===== src/sv/u8d_pkg.sv =====
// shared types and constants for the utf-8 validating decoder
package u8d_pkg;

	localparam int QDEPTH = 2;
	localparam int QPTR_W = 1;
	localparam int QCNT_W = 2;

	localparam logic [1:0] ST_MORE = 2'd0;
	localparam logic [1:0] ST_DONE = 2'd1;
	localparam logic [1:0] ST_BAD  = 2'd2;

	localparam logic [7:0] LEAD_E0 = 8'hE0;
	localparam logic [7:0] LEAD_ED = 8'hED;
	localparam logic [7:0] LEAD_F0 = 8'hF0;
	localparam logic [7:0] LEAD_F4 = 8'hF4;

	typedef struct packed {
		logic [7:0] data_byte;
		logic       flush;
	} in_item_t;

	typedef struct packed {
		logic [1:0]  status;
		logic [20:0] code_point;
	} out_item_t;

	// one classified unit, flush already folded to a zero byte
	typedef struct packed {
		logic [7:0] unit;
		logic       is_cont;
		logic       lead_bad;
		logic       lead_multi;
		logic       ge_a0;
		logic       le_9f;
		logic       ge_90;
		logic       le_8f;
	} class_t;

	typedef struct packed {
		logic   valid;
		class_t head;
	} front_if_t;

endpackage


===== src/sv/u8d_front.sv =====
// front end: folds flush, classifies each unit and queues it for the decoder
module u8d_front (
	input  logic                clk,
	input  logic                arst_n,
	input  logic                push,
	output logic                full,
	input  u8d_pkg::in_item_t   item,
	input  logic                take,
	output u8d_pkg::front_if_t  front
);

	u8d_pkg::class_t                   mem_q [u8d_pkg::QDEPTH];
	logic [u8d_pkg::QPTR_W-1:0]        wr_q;
	logic [u8d_pkg::QPTR_W-1:0]        rd_q;
	logic [u8d_pkg::QCNT_W-1:0]        cnt_q;
	logic [7:0]                        b;
	u8d_pkg::class_t                   cls;
	logic                              do_push;
	logic                              do_pop;

	always_comb begin
		b              = item.flush ? 8'h00 : item.data_byte;
		cls.unit       = b;
		cls.is_cont    = (b >= 8'h80) && (b <= 8'hBF);
		cls.lead_bad   = ((b >= 8'h80) && (b <= 8'hC1)) || (b >= 8'hF5);
		cls.lead_multi = (b >= 8'hC2);
		cls.ge_a0      = (b >= 8'hA0);
		cls.le_9f      = (b <= 8'h9F);
		cls.ge_90      = (b >= 8'h90);
		cls.le_8f      = (b <= 8'h8F);
	end

	assign full    = (cnt_q == u8d_pkg::QCNT_W'(u8d_pkg::QDEPTH));
	assign do_push = push && !full;
	assign do_pop  = take && (cnt_q != '0);

	assign front.valid = (cnt_q != '0);
	assign front.head  = mem_q[rd_q];

	always_ff @(posedge clk) begin
		if (do_push) begin
			mem_q[wr_q] <= cls;
		end
	end

	always_ff @(posedge clk or negedge arst_n) begin
		if (!arst_n) begin
			wr_q  <= '0;
			rd_q  <= '0;
			cnt_q <= '0;
		end else begin
			if (do_push) begin
				wr_q <= wr_q + 1'b1;
			end
			if (do_pop) begin
				rd_q <= rd_q + 1'b1;
			end
			unique case ({do_push, do_pop})
				2'b10:   cnt_q <= cnt_q + 1'b1;
				2'b01:   cnt_q <= cnt_q - 1'b1;
				default: cnt_q <= cnt_q;
			endcase
		end
	end

endmodule


===== src/sv/u8d_back.sv =====
// back end: sequence state, code point assembly and the result queue
module u8d_back (
	input  logic                clk,
	input  logic                arst_n,
	input  u8d_pkg::front_if_t  front,
	output logic                take,
	input  logic                pop,
	output logic                empty,
	output u8d_pkg::out_item_t  result
);

	logic                              pending_q;
	logic [7:0]                        lead_q;
	logic [7:0]                        second_q;
	logic [7:0]                        third_q;
	logic [1:0]                        seen_q;

	u8d_pkg::out_item_t                mem_q [u8d_pkg::QDEPTH];
	logic [u8d_pkg::QPTR_W-1:0]        wr_q;
	logic [u8d_pkg::QPTR_W-1:0]        rd_q;
	logic [u8d_pkg::QCNT_W-1:0]        cnt_q;

	u8d_pkg::class_t                   c;
	u8d_pkg::out_item_t                res;
	logic                              out_full;
	logic                              do_pop;
	logic                              bad2;
	logic                              store_lead;
	logic                              store_second;
	logic                              store_third;

	assign c        = front.head;
	assign out_full = (cnt_q == u8d_pkg::QCNT_W'(u8d_pkg::QDEPTH));
	assign take     = front.valid && !out_full;
	assign do_pop   = pop && !empty;
	assign empty    = (cnt_q == '0);
	assign result   = mem_q[rd_q];

	// second unit range depends on the lead
	assign bad2 = !c.is_cont
		|| ((lead_q == u8d_pkg::LEAD_E0) && !c.ge_a0)
		|| ((lead_q == u8d_pkg::LEAD_ED) && !c.le_9f)
		|| ((lead_q == u8d_pkg::LEAD_F0) && !c.ge_90)
		|| ((lead_q == u8d_pkg::LEAD_F4) && !c.le_8f);

	always_comb begin
		res.status     = u8d_pkg::ST_BAD;
		res.code_point = '0;
		store_lead     = 1'b0;
		store_second   = 1'b0;
		store_third    = 1'b0;
		if (!pending_q) begin
			priority if (c.lead_bad) begin
				res.status = u8d_pkg::ST_BAD;
			end else if (c.lead_multi) begin
				res.status = u8d_pkg::ST_MORE;
				store_lead = 1'b1;
			end else begin
				res.status     = u8d_pkg::ST_DONE;
				res.code_point = {13'd0, c.unit};
			end
		end else if (seen_q == 2'd1) begin
			priority if (bad2) begin
				res.status = u8d_pkg::ST_BAD;
			end else if (lead_q >= 8'hE0) begin
				res.status   = u8d_pkg::ST_MORE;
				store_second = 1'b1;
			end else begin
				res.status     = u8d_pkg::ST_DONE;
				res.code_point = {10'd0, lead_q[4:0], c.unit[5:0]};
			end
		end else begin
			priority if (!c.is_cont) begin
				res.status = u8d_pkg::ST_BAD;
			end else if ((seen_q == 2'd2) && (lead_q >= 8'hF0)) begin
				res.status  = u8d_pkg::ST_MORE;
				store_third = 1'b1;
			end else if (lead_q < 8'hF0) begin
				res.status     = u8d_pkg::ST_DONE;
				res.code_point = {5'd0, lead_q[3:0], second_q[5:0], c.unit[5:0]};
			end else begin
				res.status     = u8d_pkg::ST_DONE;
				res.code_point = {lead_q[2:0], second_q[5:0], third_q[5:0],
					c.unit[5:0]};
			end
		end
	end

	always_ff @(posedge clk or negedge arst_n) begin
		if (!arst_n) begin
			pending_q <= 1'b0;
			lead_q    <= '0;
			second_q  <= '0;
			third_q   <= '0;
			seen_q    <= '0;
		end else if (take) begin
			// an invalid unit leaves the open sequence untouched
			if (res.status == u8d_pkg::ST_DONE) begin
				pending_q <= 1'b0;
				lead_q    <= '0;
				second_q  <= '0;
				third_q   <= '0;
				seen_q    <= '0;
			end else if (store_lead) begin
				pending_q <= 1'b1;
				lead_q    <= c.unit;
				seen_q    <= 2'd1;
			end else if (store_second) begin
				second_q <= c.unit;
				seen_q   <= 2'd2;
			end else if (store_third) begin
				third_q <= c.unit;
				seen_q  <= 2'd3;
			end
		end
	end

	always_ff @(posedge clk) begin
		if (take) begin
			mem_q[wr_q] <= res;
		end
	end

	always_ff @(posedge clk or negedge arst_n) begin
		if (!arst_n) begin
			wr_q  <= '0;
			rd_q  <= '0;
			cnt_q <= '0;
		end else begin
			if (take) begin
				wr_q <= wr_q + 1'b1;
			end
			if (do_pop) begin
				rd_q <= rd_q + 1'b1;
			end
			unique case ({take, do_pop})
				2'b10:   cnt_q <= cnt_q + 1'b1;
				2'b01:   cnt_q <= cnt_q - 1'b1;
				default: cnt_q <= cnt_q;
			endcase
		end
	end

endmodule


===== src/sv/utf8_validating_decoder.sv =====
// top level of the utf-8 validating decoder
//
//  channel | handshake         | payload                          | beat
//  --------+-------------------+----------------------------------+--------------------
//  input   | push / full       | item   (data_byte, flush)        | push && !full
//  result  | pop / empty       | result (status, code_point)      | pop && !empty
//
// one beat per cycle on each side while neither is stalled by full or empty; a result
// is registered in the classify queue and then in the result queue before its beat can come
// the decoder state update is the only per-beat loop
// reset clears both queues and the sequence state; no clearing pass
// each side holds two beats, which buffer a stall at either end before it reaches the other
module utf8_validating_decoder (
	input  logic                clk,
	input  logic                arst_n,
	input  logic                push,
	output logic                full,
	input  u8d_pkg::in_item_t   item,
	input  logic                pop,
	output logic                empty,
	output u8d_pkg::out_item_t  result
);

	u8d_pkg::front_if_t front;
	logic               take;

	u8d_front u_front (
		.clk    (clk),
		.arst_n (arst_n),
		.push   (push),
		.full   (full),
		.item   (item),
		.take   (take),
		.front  (front)
	);

	u8d_back u_back (
		.clk    (clk),
		.arst_n (arst_n),
		.front  (front),
		.take   (take),
		.pop    (pop),
		.empty  (empty),
		.result (result)
	);

endmodule

===== config.mk =====
export PLATFORM = sky130hd
export DESIGN_NAME = utf8_validating_decoder
export DESIGN_NICKNAME = d
export VERILOG_FILES = /design/src/sv/u8d_pkg.sv /design/src/sv/u8d_front.sv /design/src/sv/u8d_back.sv /design/src/sv/utf8_validating_decoder.sv
export SDC_FILE = /design/constraint.sdc
export NUM_CORES = 1
export LEC_CHECK = 0
export BUFFER_PORTS_ARGS = -buffer_cell sky130_fd_sc_hd__buf_2
export CORE_MARGIN = 8
export CORE_UTILIZATION = 50
export CTS_BUF_LIST = sky130_fd_sc_hd__clkbuf_4 sky130_fd_sc_hd__clkbuf_8
export DETAILED_ROUTE_END_ITERATION = 16
export GPL_ROUTABILITY_DRIVEN = 0
export HOLD_SLACK_MARGIN = 0.12
export PLACE_DENSITY = 0.73
export SETUP_SLACK_MARGIN = 0.15
export SYNTH_ARGS = -nofsm -noshare
export SYNTH_HDL_FRONTEND = slang
export SYNTH_SLANG_ARGS = --single-unit

===== constraint.sdc =====
create_clock -name clk -period 3.15 [get_ports clk]
set_clock_uncertainty 0.05 [all_clocks]
set_input_delay 0.63 -clock clk [delete_from_list [all_inputs] [get_ports clk]]
set_output_delay 0.63 -clock clk [all_outputs]
set_load 0.01 [all_outputs]

==> flow_metrics.tcl, run 1 <==
set metrics [dict create \
    worst_pin_slew_ns 0.8701 \
    status "completed" \
    clkLatencyLatePin_ns 0.36 \
    hpwl_microns 5991 \
    seq_area_sq_mm 0.003058 \
    fin_crit_sh 0.8046 \
    critPathMaxStageDelay_ns 0.92 \
    path_delay_family "compound AO/OA/AOI/OAI gates" \
    yosysTopAreaCellShare 0.4986 \
    antenna_found_initial 0 \
    fmax_mhz 394.6 \
    drt-pass1-iter-count 4 \
    crit_arrival_ns 2.77 \
    finalSetupTns_ns 0 \
    maxSlewViolCount 0 \
    path_class "flop to flop" \
    layout.nets 391 \
    area_growth_pct 10.88 \
    port_buffers 37 \
    viasPerCell 5.642 \
    synth_area_leader_cell "edfxtp_1" \
    numCtsBuffers 9 \
    antenna_left 0 \
    cts_sinks 107 \
    worst_setup_path_end_kind "flop" \
    crit_path_cell_trace "nor3_1 -> o21ai_1 -> o21a_1 -> a21o_1 -> o2bb2ai_1" \
    synthFlopType "edfxtp_1" \
    synth_seq_cells 107 \
    avgRoutedWirePerCell_microns 17.77 \
    slowest_stage "dfrtp_1" \
    synthAdderAreaFrac 0.005467 \
    p_per_area_mw_per_mm2 1021 \
    start_util 0.5049 \
    ios 38 \
    first_global_vias 2887 \
    min_path_type "primary input to asynchronous set/reset pin" \
    power.leakage_uw 0.001965 \
    async_flop_share 0.2897 \
    path_max_fanout 20 \
    drv_cap 0 \
    row_count 35 \
    ctsLongestPathBuffers 2 \
    finalCriticalPeriod_ns 2.535 \
    synth_nets 351 \
    yosysMostFrequentCell "edfxtp_1" \
    setup_viol 0 \
    synth_area_leaders "edfxtp_1 (50%), dfrtp_1 (17%), mux2_2 (5.7%)" \
    rr_startpoint "u_front.rd_q" \
    n_fill_cell 764 \
    drc 0 \
    cp.required_ns 3.38 \
    cts_setup_buffers 0 \
    rr_worst_depth 5 \
    root_buffer "clkbuf_8" \
    final_layout_size_suffix_gt1_frac 0.2283 \
    die_y_microns 111.7 \
    cts.clk_slew.worst_paths_ns 0.10 \
    coreArea_sq_mm 0.009065 \
    diodes 0 \
    num_vias 2776 \
    grt_usage 0.1470 \
    seq_area_frac_synth 0.6681 \
    postSynthCellCount 336 \
    die_x_microns 111.7 \
    synth_edf_count 76 \
    final_util 0.5598 \
    synth_top_family_by_area "simple AND/OR/NAND/NOR gates" \
    crit_buf_inv 0 \
    rsz0062_at_grt "no" \
    reg2reg_to "u_back.lead_q[5]" \
    synth-compound-area-share 0.08557 \
    power_uw 5182 \
    ys_warn_count 0 \
    grt_pass1_wl_microns 14490 \
    cts_resized 0 \
    muxShareOfSynthArea 0.09377 \
    avgSynthCellArea_sq_um 13.62 \
    synthDistinctLibCells 46 \
    overflow 0 \
    cts_tree "yes" \
    slew_headroom 0.4200 \
    grt_max_degree 32 \
    cts_hold_buf 0 \
    dieArea_sq_mm 0.01247 \
    synth_commonest_cells "edfxtp_1 (76), dfrtp_1 (31), nand2_1 (29)" \
    startpoint_type "flop" \
    ir_drop_v 0.0003585 \
    synth_area_sq_mm 0.004577 \
    hold_viol_final 0 \
    critical_path.startpoint "u_front.rd_q" \
    htree_levels 3 \
    synth_xor_area_frac 0.01914 \
    synthSimpleGateAreaFrac 0.1001 \
    multi_input_area_sq_mm 0.001394 \
    ff2ff_setup_slack_ns 0.62 \
    drt-total-wl_microns 8743 \
    drtIter0Drc 175 \
]
-- state kept, by name (all words and copies together) (netlist names) --
| signal | count |
|---|---|
| u_front.wr_q | 1 |
| u_front.rd_q | 1 |
| u_back.seen_q | 2 |
| u_back.cnt_q | 2 |
| u_back.rd_q | 1 |
| u_back.third_q | 6 |
| u_back.lead_q | 8 |
| u_back.mem_q | 46 |
| u_front.mem_q | 30 |
| u_back.second_q | 6 |
| u_back.pending_q | 1 |
| u_back.wr_q | 1 |
| u_front.cnt_q | 2 |
-- per-layer routing --
layer | vias to the layer above | routed length (microns) | GRT usage
met4 | 0 | 301 | 0.08295
li1 | 1315 | - | -
met5 | - | 0 | 0
met3 | 23 | 492 | 0.03193
met1 | 1357 | 3729 | 0.1823
met2 | 81 | 4220 | 0.2342
-- power breakdown --
group,switching [uW],internal (uW),total [uW]
clock network,454,390,844
registers,318,2150,2470
logic,1080,785,1870
-- area by class of cell --
cell class                 instances  area share
clock inverter                     5     0.01233
tap                              111     0.02737
clock buffer                      11     0.02737
inverter                          16     0.01183
timing repair buffer              42     0.04389
sequential                       107      0.6026
multi-input combinational        200      0.2747
-- worst max path at each step --
stage                     cells after the start  slack (ns)            endpoint
after floorplan                               4        0.95  u_back.mem_q[0][0]
after global placement                        5        0.69    u_back.lead_q[4]
after detailed placement                      5        0.63    u_back.lead_q[2]
after CTS                                     5        0.62    u_back.lead_q[7]
after global routing                          5        0.45    u_back.lead_q[4]
final                                         5        0.62    u_back.lead_q[5]
-- cells in the final DEF, fill, tap and decap left out, types with 3 or more instances in the layout --
master | synthesis | final
nand2b_1 | 5 | 5
a21oi_1 | 8 | 8
dfrtp_1 | 31 | 31
nand2_1 | 29 | 29
nor3_1 | 3 | 3
inv_1 | 16 | 16
buf_4 | 2 | 5
o21ai_0 | 8 | 8
o22ai_1 | 7 | 7
xnor2_1 | 8 | 8
and2_1 | 6 | 6
a21o_1 | 3 | 3
nor2_1 | 24 | 23
edfxtp_1 | 76 | 76
nand4_1 | 3 | 3
o2bb2ai_1 | 8 | 8
buf_2 | 3 | 37
nor2b_1 | 12 | 12
mux2i_1 | 17 | 17
mux2_2 | 23 | 23
clkbuf_8 | 0 | 9
a22o_1 | 6 | 6
-- metrics by stage --
stage	area, sq um	hold slack, ns	worst slack, ns	std cells
after floorplan	4577	0.2844	0.9540	336
after global placement	4873	0.4271	0.6903	476
after detailed placement	4873	0.4389	0.6339	476
after CTS	5075	0.2647	0.6184	492
after global routing	5075	0.2966	0.4528	492
final	5075	0.2500	0.6155	492
-- cells by family (layout without fill, tap and decap cells) --
group | Yosys count | count (layout)
AND/OR/NAND/NOR | 94 | 94
buffers and inverters | 29 | 74
adder cells (fa/ha/maj) | 2 | 2
multiplexers | 40 | 40
XOR/XNOR | 10 | 10
flip-flops | 107 | 107
AO/OA/AOI/OAI | 54 | 54
-- worst reg2reg max path, cell delays in order (launching register included) --
cell,delay [ns]
dfrtp_1,0.92
nor3_1,0.14
o21ai_1,0.42
o21a_1,0.42
a21o_1,0.35
o2bb2ai_1,0.16
Power figures use the tool's default switching activity.
==> run 2, diff against run 1 <==
--- a/config.mk
+++ b/config.mk
@@ -12,7 +12,7 @@
 export DETAILED_ROUTE_END_ITERATION = 16
 export GPL_ROUTABILITY_DRIVEN = 0
 export HOLD_SLACK_MARGIN = 0.12
-export PLACE_DENSITY = 0.73
+export PLACE_DENSITY = 0.75
 export SETUP_SLACK_MARGIN = 0.15
 export SYNTH_ARGS = -nofsm -noshare
 export SYNTH_HDL_FRONTEND = slang
==> constraint.sdc (replaced) <==
create_clock -name clk -period 2.2 [get_ports clk]
set_clock_uncertainty 0.05 [all_clocks]
set_input_delay 0.44 -clock clk [delete_from_list [all_inputs] [get_ports clk]]
set_output_delay 0.44 -clock clk [all_outputs]
set_load 0.01 [all_outputs]
==> run 2 against run 1 <==
Against the previous run:
- register-to-register slack got worse by 0.34 ns
- via count grew 0.72%
- combinational power rose by 53%
- clock power rose by 29%
- global-route usage down 0.065 points
- critical path type is now flop to output port
- critical endpoint is now result[21]
==> flow_metrics.tcl, run 2 (synthesized netlist as in run 1, its figures left out) <==
set metrics [dict create \
    status "completed" \
    overflow 0 \
    root_buffer "clkbuf_8" \
    clkLatencyLatePin_ns 0.36 \
    hpwl_microns 6147 \
    diodes 0 \
    crit_arrival_ns 1.48 \
    top_register "u_back.mem_q" \
    die_y_microns 111.7 \
    cts_tree "yes" \
    place_area_sq_mm 0.004911 \
    drv_cap 0 \
    cts_sinks 107 \
    maxSlewViolCount 0 \
    min_path_type "primary input to flop" \
    coreArea_sq_mm 0.009065 \
    slowest_stage "mux2_2" \
    slew_headroom 0.5005 \
    ff2ff_setup_slack_ns 0.28 \
    ir_drop_v 0.0006298 \
    design_area_sq_mm 0.005126 \
    drt-total-wl_microns 9010 \
    drc 0 \
    cts.clk_slew.worst_paths_ns 0.10 \
    whs_path_depth 3 \
    numCtsBuffers 9 \
    final_util 0.5655 \
    fin_crit_sh 0.8958 \
    drtIter0Drc 131 \
    drt-pass1-iter-count 4 \
    critPathMaxStageDelay_ns 0.38 \
    layout.nets 397 \
    area_growth_pct 12.00 \
    antenna_found_initial 0 \
    viasPerCell 5.614 \
    ctsLongestPathBuffers 2 \
    first_global_vias 2818 \
    die_x_microns 111.7 \
    row_count 35 \
    power.leakage_uw 0.001989 \
    rr_worst_depth 5 \
    whs_ns 0.3547 \
    final_layout_size_suffix_gt1_frac 0.2584 \
    finalSetupTns_ns 0 \
    dieArea_sq_mm 0.01247 \
    grt_pass1_wl_microns 14400 \
    cp.required_ns 1.71 \
    n_fill_cell 753 \
    setup_viol 0 \
    worst_setup_path_end_kind "output port" \
    grt_max_degree 32 \
    fmax_mhz 507.4 \
    avgRoutedWirePerCell_microns 18.09 \
    finalCriticalPeriod_ns 1.971 \
    grt_usage 0.1464 \
    start_util 0.5049 \
    crit_path_cell_trace "buf_6 -> mux2_2 -> buf_2" \
    layout.cells.most_common "edfxtp_1" \
    startpoint_type "flop" \
    path_class "flop to output port" \
    worst_pin_slew_ns 0.7492 \
    num_vias 2796 \
    port_buffers 37 \
    htree_levels 3 \
    ios 38 \
    rsz0062_at_grt "no" \
    final_cell_mix "edfxtp_1 (76), buf_2 (37), dfrtp_1 (30)" \
    p_per_area_mw_per_mm2 1447 \
    cts_setup_buffers 0 \
    hold_viol_final 0 \
    path_max_fanout 24 \
    largest_reg_flops 46 \
    antenna_left 0 \
    reg_top3 "u_back.mem_q: 46 flops, u_front.mem_q: 30 flops, u_back.lead_q: 8 flops" \
]
-- run 2: changes by cell type in the layout (fill, tap and decap cells not counted), sizes merged --
| cell | delta |
|---|---|
| buf | +5 |
| bufinv | -1 |
| clkbuf | -2 |
| clkinv | +2 |
| dlygate4sd3 | +1 |
| inv | +1 |
-- run 2: worst max-delay path: cells and delay by family, from the launching register on --
| kind | cells | cell delay (ns) |
|---|---|---|
| multiplexers | 1 | 0.38 |
| buffers and inverters | 2 | 0.37 |
| flip-flops | 1 | 0.35 |
-- run 2: metal layers --
layer	global-route usage	wire length, microns	up-vias
li1	-	-	1313
met3	0.03896	596	19
met5	0	0	-
met2	0.2447	4467	108
met4	0.07110	220	0
met1	0.1714	3725	1356
-- run 2: per-stage QoR --
stage	power (uW)	cells	worst slack [ns]
finish	7416	498	0.2292
global route	7840	498	0.1745
CTS	7459	498	0.1507
detailed placement	6351	481	0.1103
global placement	6218	481	0.2635
floorplan	5349	336	0.2593
-- run 2: worst paths after layout --
path | startpoint | end
setup / recovery | u_back.rd_q | result[21]
hold / removal | push | u_front.wr_q
setup reg to reg | u_back.lead_q[7] | u_back.second_q[5]
hold reg to reg | u_front.wr_q | u_front.wr_q
max in group asynchronous | arst_n | u_front.rd_q
min in group asynchronous | arst_n | u_back.cnt_q[1]
-- run 2: final cells by class --
class / count / area [sq um] / share of cell area
inverters: 16 / 60.06 / 0.01172
clock inverters: 7 / 51.30 / 0.01001
clock buffers: 9 / 123.9 / 0.02416
flip-flops and latches: 107 / 3059 / 0.5968
multi-input cells: 200 / 1419 / 0.2768
repair buffers: 48 / 274.0 / 0.05345
well taps: 111 / 138.9 / 0.02709
-- run 2: repair_timing --
item / CTS / global route
endpoints found under the hold margin: 31 / 0
hold buffers: 1 / 0
gates resized for setup: 2 / 7
endpoints found under the setup margin: 7 / 72
-- run 2: where the power goes --
| part | switching (uW) | internal (uW) | leakage [uW] |
|---|---|---|---|
| Clock | 673 | 418 | 0.0000860 |
| Sequential | 379 | 3080 | 0.00113 |
| Combinational | 1680 | 1190 | 0.000771 |
